**config.mk**
```make
export PLATFORM = sky130hd
export DESIGN_NAME = multi_channel_alarm_timer_unit
export DESIGN_NICKNAME = d
export VERILOG_FILES = /design/src/hw/rtl/mcat_pkg.sv /design/src/hw/rtl/mcat_ram.sv /design/src/hw/rtl/mcat_alu.sv /design/src/hw/rtl/multi_channel_alarm_timer_unit.sv
export VERILOG_INCLUDE_DIRS = /design/src /design/src/hw/rtl
export SDC_FILE = /design/constraint.sdc
export NUM_CORES = 1
export LEC_CHECK = 0
export BUFFER_PORTS_ARGS = -buffer_cell sky130_fd_sc_hd__buf_2
export CAP_MARGIN = 0
export CORE_AREA = 2 2 235 237
export CTS_CLUSTER_SIZE = 10
export DETAILED_ROUTE_END_ITERATION = 16
export DIE_AREA = 0 0 237 239
export HOLD_SLACK_MARGIN = 0.08
export PLACE_DENSITY = 0.51
export SLEW_MARGIN = 25
export SYNTH_ARGS = -nofsm -noshare
export SYNTH_HDL_FRONTEND = slang
export SYNTH_SLANG_ARGS = --single-unit
```
**constraint.sdc**
```tcl
create_clock -name clock -period 10.7 [get_ports clock]
set_input_delay 3.21 -clock clock [delete_from_list [all_inputs] [get_ports clock]]
set_output_delay 3.21 -clock clock [all_outputs]
set_load 0.01 [all_outputs]
```
**src/hw/rtl/multi_channel_alarm_timer_unit_macros.svh**
```systemverilog
// ----------------------------------------------------------------------------
// multi channel alarm timer unit assertion macros
// shared property templates for the concurrent checks of the timer block
// ----------------------------------------------------------------------------
`ifndef MULTI_CHANNEL_ALARM_TIMER_UNIT_MACROS_SVH
`define MULTI_CHANNEL_ALARM_TIMER_UNIT_MACROS_SVH

// same-cycle implication
`define MCAT_ASSERT_SAME(label, clk, rst, ante, cons, msg) \
   label: assert property (@(posedge clk) disable iff (rst) (ante) |-> (cons)) \
      else $error(msg);

// next-cycle implication
`define MCAT_ASSERT_NEXT(label, clk, rst, ante, cons, msg) \
   label: assert property (@(posedge clk) disable iff (rst) (ante) |=> (cons)) \
      else $error(msg);

`endif

```
**src/hw/rtl/mcat_pkg.sv**
```systemverilog
// ----------------------------------------------------------------------------
// mcat_pkg
// types, codes and sizes shared by the alarm timer modules
// ----------------------------------------------------------------------------
package mcat_pkg;

   localparam int NUM_ALARMS = 8;
   localparam int IDX_W      = (NUM_ALARMS > 1) ? $clog2(NUM_ALARMS) : 1;

   localparam logic [15:0] HALF_RANGE = 16'h8000;

   localparam logic [2:0] ACT_TICK      = 3'd0;
   localparam logic [2:0] ACT_SET_REL   = 3'd1;
   localparam logic [2:0] ACT_SET_ABS   = 3'd2;
   localparam logic [2:0] ACT_CANCEL    = 3'd3;
   localparam logic [2:0] ACT_READ_REM  = 3'd4;
   localparam logic [2:0] ACT_READ_CNT  = 3'd5;

   localparam logic [2:0] ST_OK         = 3'd0;
   localparam logic [2:0] ST_BAD_ID     = 3'd1;
   localparam logic [2:0] ST_BAD_VALUE  = 3'd2;
   localparam logic [2:0] ST_ACTIVE     = 3'd3;
   localparam logic [2:0] ST_NOT_ACTIVE = 3'd4;

   localparam logic KIND_EXPIRY   = 1'b0;
   localparam logic KIND_RESPONSE = 1'b1;

   typedef struct packed {
      logic [2:0]  action;
      logic [7:0]  alarm_index;
      logic [15:0] amount;
      logic [15:0] period;
   } req_type;

   typedef struct packed {
      logic        kind;
      logic [7:0]  alarm_number;
      logic [2:0]  status;
      logic [15:0] value;
      logic        last;
   } rsp_type;

   typedef struct packed {
      logic [15:0] a;
      logic [15:0] b;
      logic        sub;
   } alu_op_type;

endpackage

```
**src/hw/rtl/mcat_ram.sv**
```systemverilog
// ----------------------------------------------------------------------------
// mcat_ram
// generic single-write, single-read ram with registered read data
// ----------------------------------------------------------------------------
module mcat_ram #(
   parameter int WIDTH = 16,
   parameter int DEPTH = 8
) (
   input  logic                                        clock,
   input  logic                                        wr_en,
   input  logic [((DEPTH > 1) ? $clog2(DEPTH) : 1)-1:0] wr_addr,
   input  logic [WIDTH-1:0]                            wr_data,
   input  logic [((DEPTH > 1) ? $clog2(DEPTH) : 1)-1:0] rd_addr,
   output logic [WIDTH-1:0]                            rd_data
);

   logic [WIDTH-1:0] mem_ff [DEPTH];
   logic [WIDTH-1:0] rd_data_ff;

   always_ff @(posedge clock) begin
      if (wr_en) begin
         mem_ff[wr_addr] <= wr_data;
      end
      rd_data_ff <= mem_ff[rd_addr];
   end

   assign rd_data = rd_data_ff;

endmodule

```
**src/hw/rtl/mcat_alu.sv**
```systemverilog
// ----------------------------------------------------------------------------
// mcat_alu
// shared 16-bit wrapping add / subtract unit
// ----------------------------------------------------------------------------
module mcat_alu (
   input  mcat_pkg::alu_op_type op,
   output logic [15:0]          sum
);

   logic [15:0] b_eff;

   assign b_eff = op.sub ? ~op.b : op.b;
   assign sum   = 16'(op.a + b_eff + {15'd0, op.sub});

endmodule

```
**src/hw/rtl/multi_channel_alarm_timer_unit.sv**
```systemverilog
// ----------------------------------------------------------------------------
// multi_channel_alarm_timer_unit
// 16-bit wrapping tick counter with a bank of alarms, swept on each tick
// ----------------------------------------------------------------------------
// channel   ports                              handshake
// request   start, busy, req_data              taken when start and not busy
// response  rsp_valid, rsp_data                one-cycle strobe, no back-pressure
// csr       csr_wr_en, csr_wr_data             max_offset written when enabled
//
// a tick sweeps the alarms in turn, each with a read, a compare, and an add step
// for each periodic alarm that fires, all on the one shared adder
// set, cancel, read counter and rejected commands answer from S_DEC, a good read remaining from S_RR
// reset clears the counter, active and waypoint bits; max_offset resets to 65535
// results leave through an output register; the receiver cannot stall
// ----------------------------------------------------------------------------
`include "multi_channel_alarm_timer_unit_macros.svh"

module multi_channel_alarm_timer_unit (
   input  logic              clock,
   input  logic              reset,
   input  logic              start,
   output logic              busy,
   input  mcat_pkg::req_type req_data,
   output logic              rsp_valid,
   output mcat_pkg::rsp_type rsp_data,
   input  logic              csr_wr_en,
   input  logic [15:0]       csr_wr_data
);

   typedef enum logic [2:0] {
      S_IDLE, S_DEC, S_RR, S_T_RD, S_T_CMP, S_T_UPD, S_T_END
   } state_type;

   state_type                               state_ff, state_in;
   mcat_pkg::req_type                       req_ff, req_in;
   logic [15:0]                             count_ff, count_in;
   logic [15:0]                             max_off_ff, max_off_in;
   logic [mcat_pkg::IDX_W-1:0]              sweep_ff, sweep_in;
   logic [mcat_pkg::IDX_W-1:0]              pend_ff, pend_in;
   logic                                    pend_vld_ff, pend_vld_in;
   logic [mcat_pkg::NUM_ALARMS-1:0]         active_ff, active_in;
   logic [mcat_pkg::NUM_ALARMS-1:0]         wp_ff, wp_in;
   mcat_pkg::rsp_type                       rsp_ff, rsp_in;
   logic                                    rsp_vld_ff, rsp_vld_in;

   mcat_pkg::alu_op_type                    alu_op;
   logic [15:0]                             alu_sum;
   logic [mcat_pkg::IDX_W-1:0]              ram_addr;
   logic                                    exp_we;
   logic [15:0]                             exp_wd;
   logic [15:0]                             exp_rd;
   logic                                    per_we;
   logic [15:0]                             per_rd;
   logic [mcat_pkg::IDX_W-1:0]              idx_lo;
   logic                                    idx_ok;
   logic                                    next_alarm;
   logic                                    rel_bad;
   logic                                    abs_bad;

   mcat_ram #(.WIDTH(16), .DEPTH(mcat_pkg::NUM_ALARMS)) u_expiry_ram (
      .clock   (clock),
      .wr_en   (exp_we),
      .wr_addr (ram_addr),
      .wr_data (exp_wd),
      .rd_addr (ram_addr),
      .rd_data (exp_rd)
   );

   mcat_ram #(.WIDTH(16), .DEPTH(mcat_pkg::NUM_ALARMS)) u_period_ram (
      .clock   (clock),
      .wr_en   (per_we),
      .wr_addr (ram_addr),
      .wr_data (req_ff.period),
      .rd_addr (ram_addr),
      .rd_data (per_rd)
   );

   mcat_alu u_alu (
      .op  (alu_op),
      .sum (alu_sum)
   );

   assign idx_lo  = req_ff.alarm_index[mcat_pkg::IDX_W-1:0];
   assign idx_ok  = (req_ff.alarm_index < 8'(mcat_pkg::NUM_ALARMS));
   assign rel_bad = (req_ff.amount == 16'd0) || (req_ff.amount > max_off_ff)
                    || (req_ff.period > max_off_ff);
   assign abs_bad = (req_ff.period > max_off_ff);

   always_comb begin
      state_in    = state_ff;
      req_in      = req_ff;
      count_in    = count_ff;
      max_off_in  = csr_wr_en ? csr_wr_data : max_off_ff;
      sweep_in    = sweep_ff;
      pend_in     = pend_ff;
      pend_vld_in = pend_vld_ff;
      active_in   = active_ff;
      wp_in       = wp_ff;
      rsp_in      = rsp_ff;
      rsp_vld_in  = 1'b0;
      alu_op      = '0;
      ram_addr    = idx_lo;
      exp_we      = 1'b0;
      exp_wd      = alu_sum;
      per_we      = 1'b0;
      next_alarm  = 1'b0;

      unique case (state_ff)
         S_IDLE: begin
            if (start) begin
               req_in = req_data;
               if (req_data.action == mcat_pkg::ACT_TICK) begin
                  count_in    = 16'(count_ff + 16'd1);
                  sweep_in    = '0;
                  pend_vld_in = 1'b0;
                  state_in    = S_T_RD;
               end else begin
                  state_in = S_DEC;
               end
            end
         end

         S_DEC: begin
            state_in            = S_IDLE;
            rsp_in.kind         = mcat_pkg::KIND_RESPONSE;
            rsp_in.alarm_number = req_ff.alarm_index;
            rsp_in.status       = mcat_pkg::ST_OK;
            rsp_in.value        = '0;
            rsp_in.last         = 1'b1;
            rsp_vld_in          = 1'b1;
            if (req_ff.action == mcat_pkg::ACT_READ_CNT) begin
               rsp_in.value = count_ff;
            end else if (req_ff.action > mcat_pkg::ACT_READ_CNT) begin
               rsp_vld_in = 1'b0;
            end else if (!idx_ok) begin
               rsp_in.status = mcat_pkg::ST_BAD_ID;
            end else begin
               unique case (req_ff.action)
                  mcat_pkg::ACT_SET_REL: begin
                     alu_op = '{a: count_ff, b: req_ff.amount, sub: 1'b0};
                     if (rel_bad) begin
                        rsp_in.status = mcat_pkg::ST_BAD_VALUE;
                     end else if (active_ff[idx_lo]) begin
                        rsp_in.status = mcat_pkg::ST_ACTIVE;
                     end else begin
                        exp_we            = 1'b1;
                        exp_wd            = alu_sum;
                        per_we            = 1'b1;
                        active_in[idx_lo] = 1'b1;
                        wp_in[idx_lo]     = 1'b0;
                     end
                  end
                  mcat_pkg::ACT_SET_ABS: begin
                     alu_op = '{a: count_ff, b: req_ff.amount, sub: 1'b1};
                     if (abs_bad) begin
                        rsp_in.status = mcat_pkg::ST_BAD_VALUE;
                     end else if (active_ff[idx_lo]) begin
                        rsp_in.status = mcat_pkg::ST_ACTIVE;
                     end else begin
                        exp_we            = 1'b1;
                        per_we            = 1'b1;
                        active_in[idx_lo] = 1'b1;
                        wp_in[idx_lo]     = !alu_sum[15];
                        exp_wd            = alu_sum[15] ? req_ff.amount
                                                        : (req_ff.amount ^ mcat_pkg::HALF_RANGE);
                     end
                  end
                  mcat_pkg::ACT_CANCEL: begin
                     if (!active_ff[idx_lo]) begin
                        rsp_in.status = mcat_pkg::ST_NOT_ACTIVE;
                     end else begin
                        active_in[idx_lo] = 1'b0;
                        wp_in[idx_lo]     = 1'b0;
                     end
                  end
                  default: begin
                     if (!active_ff[idx_lo]) begin
                        rsp_in.status = mcat_pkg::ST_NOT_ACTIVE;
                     end else begin
                        rsp_vld_in = 1'b0;
                        state_in   = S_RR;
                     end
                  end
               endcase
            end
         end

         S_RR: begin
            alu_op              = '{a: exp_rd, b: count_ff, sub: 1'b1};
            rsp_in.kind         = mcat_pkg::KIND_RESPONSE;
            rsp_in.alarm_number = req_ff.alarm_index;
            rsp_in.status       = mcat_pkg::ST_OK;
            rsp_in.value        = alu_sum ^ (wp_ff[idx_lo] ? mcat_pkg::HALF_RANGE : 16'd0);
            rsp_in.last         = 1'b1;
            rsp_vld_in          = 1'b1;
            state_in            = S_IDLE;
         end

         S_T_RD: begin
            ram_addr = sweep_ff;
            state_in = S_T_CMP;
         end

         S_T_CMP: begin
            ram_addr = sweep_ff;
            alu_op   = '{a: count_ff, b: exp_rd, sub: 1'b1};
            if (active_ff[sweep_ff] && !alu_sum[15]) begin
               if (wp_ff[sweep_ff]) begin
                  exp_we          = 1'b1;
                  exp_wd          = exp_rd ^ mcat_pkg::HALF_RANGE;
                  wp_in[sweep_ff] = 1'b0;
                  next_alarm      = 1'b1;
               end else begin
                  if (pend_vld_ff) begin
                     rsp_in.kind         = mcat_pkg::KIND_EXPIRY;
                     rsp_in.alarm_number = 8'(pend_ff);
                     rsp_in.status       = mcat_pkg::ST_OK;
                     rsp_in.value        = '0;
                     rsp_in.last         = 1'b0;
                     rsp_vld_in          = 1'b1;
                  end
                  pend_in     = sweep_ff;
                  pend_vld_in = 1'b1;
                  if (per_rd != 16'd0) begin
                     state_in = S_T_UPD;
                  end else begin
                     active_in[sweep_ff] = 1'b0;
                     next_alarm          = 1'b1;
                  end
               end
            end else begin
               next_alarm = 1'b1;
            end
         end

         S_T_UPD: begin
            ram_addr   = sweep_ff;
            alu_op     = '{a: exp_rd, b: per_rd, sub: 1'b0};
            exp_we     = 1'b1;
            exp_wd     = alu_sum;
            next_alarm = 1'b1;
         end

         S_T_END: begin
            if (pend_vld_ff) begin
               rsp_in.kind         = mcat_pkg::KIND_EXPIRY;
               rsp_in.alarm_number = 8'(pend_ff);
               rsp_in.status       = mcat_pkg::ST_OK;
               rsp_in.value        = '0;
               rsp_in.last         = 1'b1;
               rsp_vld_in          = 1'b1;
            end
            pend_vld_in = 1'b0;
            state_in    = S_IDLE;
         end

         default: begin
            state_in = S_IDLE;
         end
      endcase

      if (next_alarm) begin
         if (sweep_ff == mcat_pkg::IDX_W'(mcat_pkg::NUM_ALARMS - 1)) begin
            state_in = S_T_END;
         end else begin
            sweep_in = sweep_ff + 1'b1;
            state_in = S_T_RD;
         end
      end
   end

   always_ff @(posedge clock) begin
      if (reset) begin
         state_ff    <= S_IDLE;
         count_ff    <= '0;
         max_off_ff  <= 16'hFFFF;
         pend_vld_ff <= 1'b0;
         active_ff   <= '0;
         wp_ff       <= '0;
         rsp_vld_ff  <= 1'b0;
      end else begin
         state_ff    <= state_in;
         count_ff    <= count_in;
         max_off_ff  <= max_off_in;
         pend_vld_ff <= pend_vld_in;
         active_ff   <= active_in;
         wp_ff       <= wp_in;
         rsp_vld_ff  <= rsp_vld_in;
      end
      req_ff   <= req_in;
      sweep_ff <= sweep_in;
      pend_ff  <= pend_in;
      rsp_ff   <= rsp_in;
   end

   assign busy      = (state_ff != S_IDLE);
   assign rsp_valid = rsp_vld_ff;
   assign rsp_data  = rsp_ff;

   `MCAT_ASSERT_NEXT(a_tick_advances, clock, reset,
      start && !busy && (req_data.action == mcat_pkg::ACT_TICK),
      count_ff == 16'($past(count_ff) + 16'd1), "tick did not advance the counter")

   `MCAT_ASSERT_SAME(a_expiry_clean, clock, reset,
      rsp_vld_ff && (rsp_ff.kind == mcat_pkg::KIND_EXPIRY),
      (rsp_ff.status == mcat_pkg::ST_OK) && (rsp_ff.value == 16'd0), "expiry word not clean")

   `MCAT_ASSERT_SAME(a_response_last, clock, reset,
      rsp_vld_ff && (rsp_ff.kind == mcat_pkg::KIND_RESPONSE),
      rsp_ff.last, "command response not marked last")

   `MCAT_ASSERT_NEXT(a_waypoint_needs_active, clock, reset,
      1'b1, (wp_ff & ~active_ff) == '0, "waypoint set on inactive alarm")

endmodule
```
==> impl_metrics.csv <==
group,metric,value,unit
drt,drt-initial-drc-count,1030,
synth,syn_area,0.0187,mm2
clock_network,cts_tree,"done",
floorplanning,die_h,239,um
layout,final_cell_mix,"edfxtp_1 (331), nand2_1 (176), nor2_1 (109)",
status,status,"finished clean",
synth,seq_area_frac_synth,62.6,%
synth,synth_cells,1540,
floorplanning,ios,94,
power_and_ir_drop,p_per_area,169,mW/mm2
timing,period_share,57.8,%
setup_path,cpMaxStageDelayCell,"nor2_1",
setup_path,crit_type,"reg2reg",
layout,layout_commonest_cell,"edfxtp_1",
global_routing,grt_pass1_wl,85.4,mm
setup_path,crit_start,"state_ff[2]$_SDFFE_PP0P_",
min_path,hp-class,"reg2reg",
floorplanning,die_w,237,um
timing,setup_violations,0,
timing,grt_setup_unrepaired,"false",
floorplanning,initial_core_util,34.4,%
synth,synth-edff-count,331,
drt,drt-met1-wl,25.4,mm
synth,yosys.area.top_type,"edfxtp_1",
global_routing,antenna_found_initial,2,
clock_network,htreeDepth,2,
clock_network,cts-resized-gates,0,
synth,avgSynthCellArea,12.1,um2
drt,antenna_left,0,
layout,fillers,5131,
drt,vias,13418,
synth,yosys.area.top_type_share,53.2,%
setup_path,reg2reg_from,"state_ff[2]$_SDFFE_PP0P_",
setup_path,max_stage_delay,0.92,ns
synth,synthTopCellsByArea,"edfxtp_1 (53%), dfxtp_1 (9.4%), nand2_1 (3.5%)",
layout,seq_area,0.0117,mm2
synth,ys_ff_latch,419,
placed_design,dpl.hpwl,39.4,mm
layout,nNetsFinal,1749,
drt,wl_per_cell,24.6,um
clock_network,clock_path_buffers,3,
power_and_ir_drop,ir_worst_vdd,116,uV
timing,report.final.slew_viol_count,0,
synth,postSynthNetCount,1653,
setup_path,cp.required,10.98,ns
timing,holdWs,0.464,ns
drt,wl,58.5,mm
placed_design,io_buffers,93,
layout,multi_input_area,0.00663,mm2
setup_path,cp_max_fo,19,
drt,drc,0,
synth,postSynth.asyncResetShare,0,%
timing,setup_tns,0,ns
setup_path,critPathArrivalTime,6.46,ns
drt,dr.max_layer_used,"met4",
clock_network,cts-hold-fix-buffers,0,
clock_network,clk_pin_slew,0.07,ns
global_routing,first_global_vias,12896,
min_path,min-delay-start,"u_period_ram.mem_ff[6][7]$_DFFE_PP_",
drt,vias_per_cell,5.64,
run,drv_cap,0,
timing,fin_ws,4.52,ns
drt,wl_met3,3.50,mm
timing,finClkSkew,0.0411,ns
global_routing,grt_overflow,0,
floorplanning,core,0.0543,mm2
synth,synth.distinct_cells,80,
placed_design,routabilityCongestion,0.953,
global_routing,grt_max_degree,44,
placed_design,dp_slack,4.58,ns
setup_path,cp-start-kind,"flop",
setup_path,crit_path_end_kind,"flop",
clock_network,cts_sinks,419,
drt,wl_met2,27.9,mm
floorplanning,dieArea,0.0566,mm2
timing,tightest_slew,1.11,ns
synth,yosys_warnings,0,
clock_network,clockRootBuffer,"clkbuf_16",
layout,drive_gt1_share,14.5,%
timing,fmax,0.162,GHz
floorplanning,placementRows,86,
power_and_ir_drop,power.leakage,7.75,nW
drt,first_pass_iters,6,
global_routing,grt_use_total,20.4,%
timing,slew-limit-headroom,25.7,%
clock_network,clk_latency,0.62,ns
layout,diodes,0,
timing,min_period,6.18,ns
setup_path,cp_cell_sequence,"clkinv_1 -> nor2_1 -> a22oi_1 -> nor2_1 -> a221oi_1 -> xor2_1 -> ha_1 -> a2111o_1 -> a31oi_1 -> a21oi_1 -> nor3b_1 -> mux2i_1 -> a21o_1 -> nand3_1 -> a31oi_1 -> o31ai_4 -> buf_4",
layout,syn2layout_area_growth,15.8,%
timing,hold_viol,0,
synth,synthFlopType,"edfxtp_1",
clock_network,postCtsSetupRepairBufs,0,
clock_network,cts_buffers,49,
power_and_ir_drop,power,3.66,mW
-- synth_stat cells, drive strengths merged, types with 8 or more instances --
cell type and instances:
a211oi 17, a21o 16, a21oi 94, a221oi 28
a22o 39, a22oi 75, a31oi 9, and3 8
buf 20, clkbuf 68, dfxtp 88, edfxtp 331
ha 49, inv 32, mux2i 27, nand2 176
nand2b 13, nand3 53, nand3b 9, nand4 18
nor2 111, nor2b 11, nor3 26, nor4 11
o211ai 20, o21ai 31, o221a 9, o221ai 16
o22ai 11, or3 10, xnor2 17, xor2 19
-- sequential cells by signal, summed over array words and instances (netlist names), named ones only --
name / count
sweep_ff: 3
u_period_ram.rd_data: 16
u_expiry_ram.mem_ff: 128
idx_lo: 3
wp_ff: 8
max_off_ff: 16
u_period_ram.mem_ff: 128
u_expiry_ram.rd_data: 16
count_ff: 16
pend_ff: 3
rsp_valid: 1
rsp_data: 29
pend_vld_ff: 1
state_ff: 3
req_ff: 40
-- kinds of logic (layout without fill, tap and decap cells) --
group / count (synthesis) / count (layout) / synth area share, %
AND/OR/NAND/NOR: 474 / 474 / 12.0
buffers and inverters: 123 / 257 / 2.58
flip-flops: 419 / 419 / 62.6
AO/OA/AOI/OAI: 403 / 403 / 15.6
multiplexers: 35 / 35 / 2.12
adder cells (fa/ha/maj): 50 / 50 / 3.39
XOR/XNOR: 36 / 36 / 1.73
-- where the power goes --
part           leakage, nW  switching (mW)  internal, mW  total, mW
combinational         3.27           0.155        0.0790      0.234
clock                0.724           0.667         0.911       1.58
sequential            3.75          0.0550          1.79       1.85
-- path summary, 6_finish.rpt --
check / to / slack [ns] / depth (start not counted)
hold reg to reg: u_period_ram.rd_data[7]$_DFF_P_ / 0.46 / 2
setup / recovery: rsp_data[13]$_DFFE_PP_ / 4.52 / 17
setup reg to reg: rsp_data[13]$_DFFE_PP_ / 4.52 / 17
hold / removal: u_period_ram.rd_data[7]$_DFF_P_ / 0.46 / 2
-- worst max-delay path, delay by kind of cell (launching register included) --
kind,cells,cell delay [ns]
and+or+nand+nor,4,1.52
buffers and inverters,2,0.78
adders and majority gates,1,0.44
xor gates and xnor gates,1,0.19
muxes,1,0.10
DFF,1,0.71
AOI/OAI and AO/OA,8,2.08
-- metrics by stage --
step | std cells | instance area [um2] | util [%]
global route | 2378 | 21600 | 39.8
finish | 2378 | 21600 | 39.8
global placement | 2285 | 20100 | 36.9
detailed placement | 2289 | 20100 | 37.0
CTS | 2378 | 21600 | 39.8
floorplan | 1540 | 18700 | -
-- layout make-up --
| cell class | instances | area share [%] |
|---|---|---|
| inverter | 35 | 0.607 |
| multi-input combinational | 998 | 30.6 |
| clock buffer | 85 | 6.62 |
| sequential | 419 | 54.1 |
| clock inverter | 4 | 0.393 |
| timing repair buffer | 133 | 3.59 |
| tap | 704 | 4.07 |
-- per-layer routing --
layer  global-route usage, %  vias to the layer above
li1                        -                     6130
met5                       0                        -
met2                    33.5                      468
met3                    3.20                      102
met1                    27.7                     6718
met4                    6.73                        0
(Power assumes the default switching activity.)
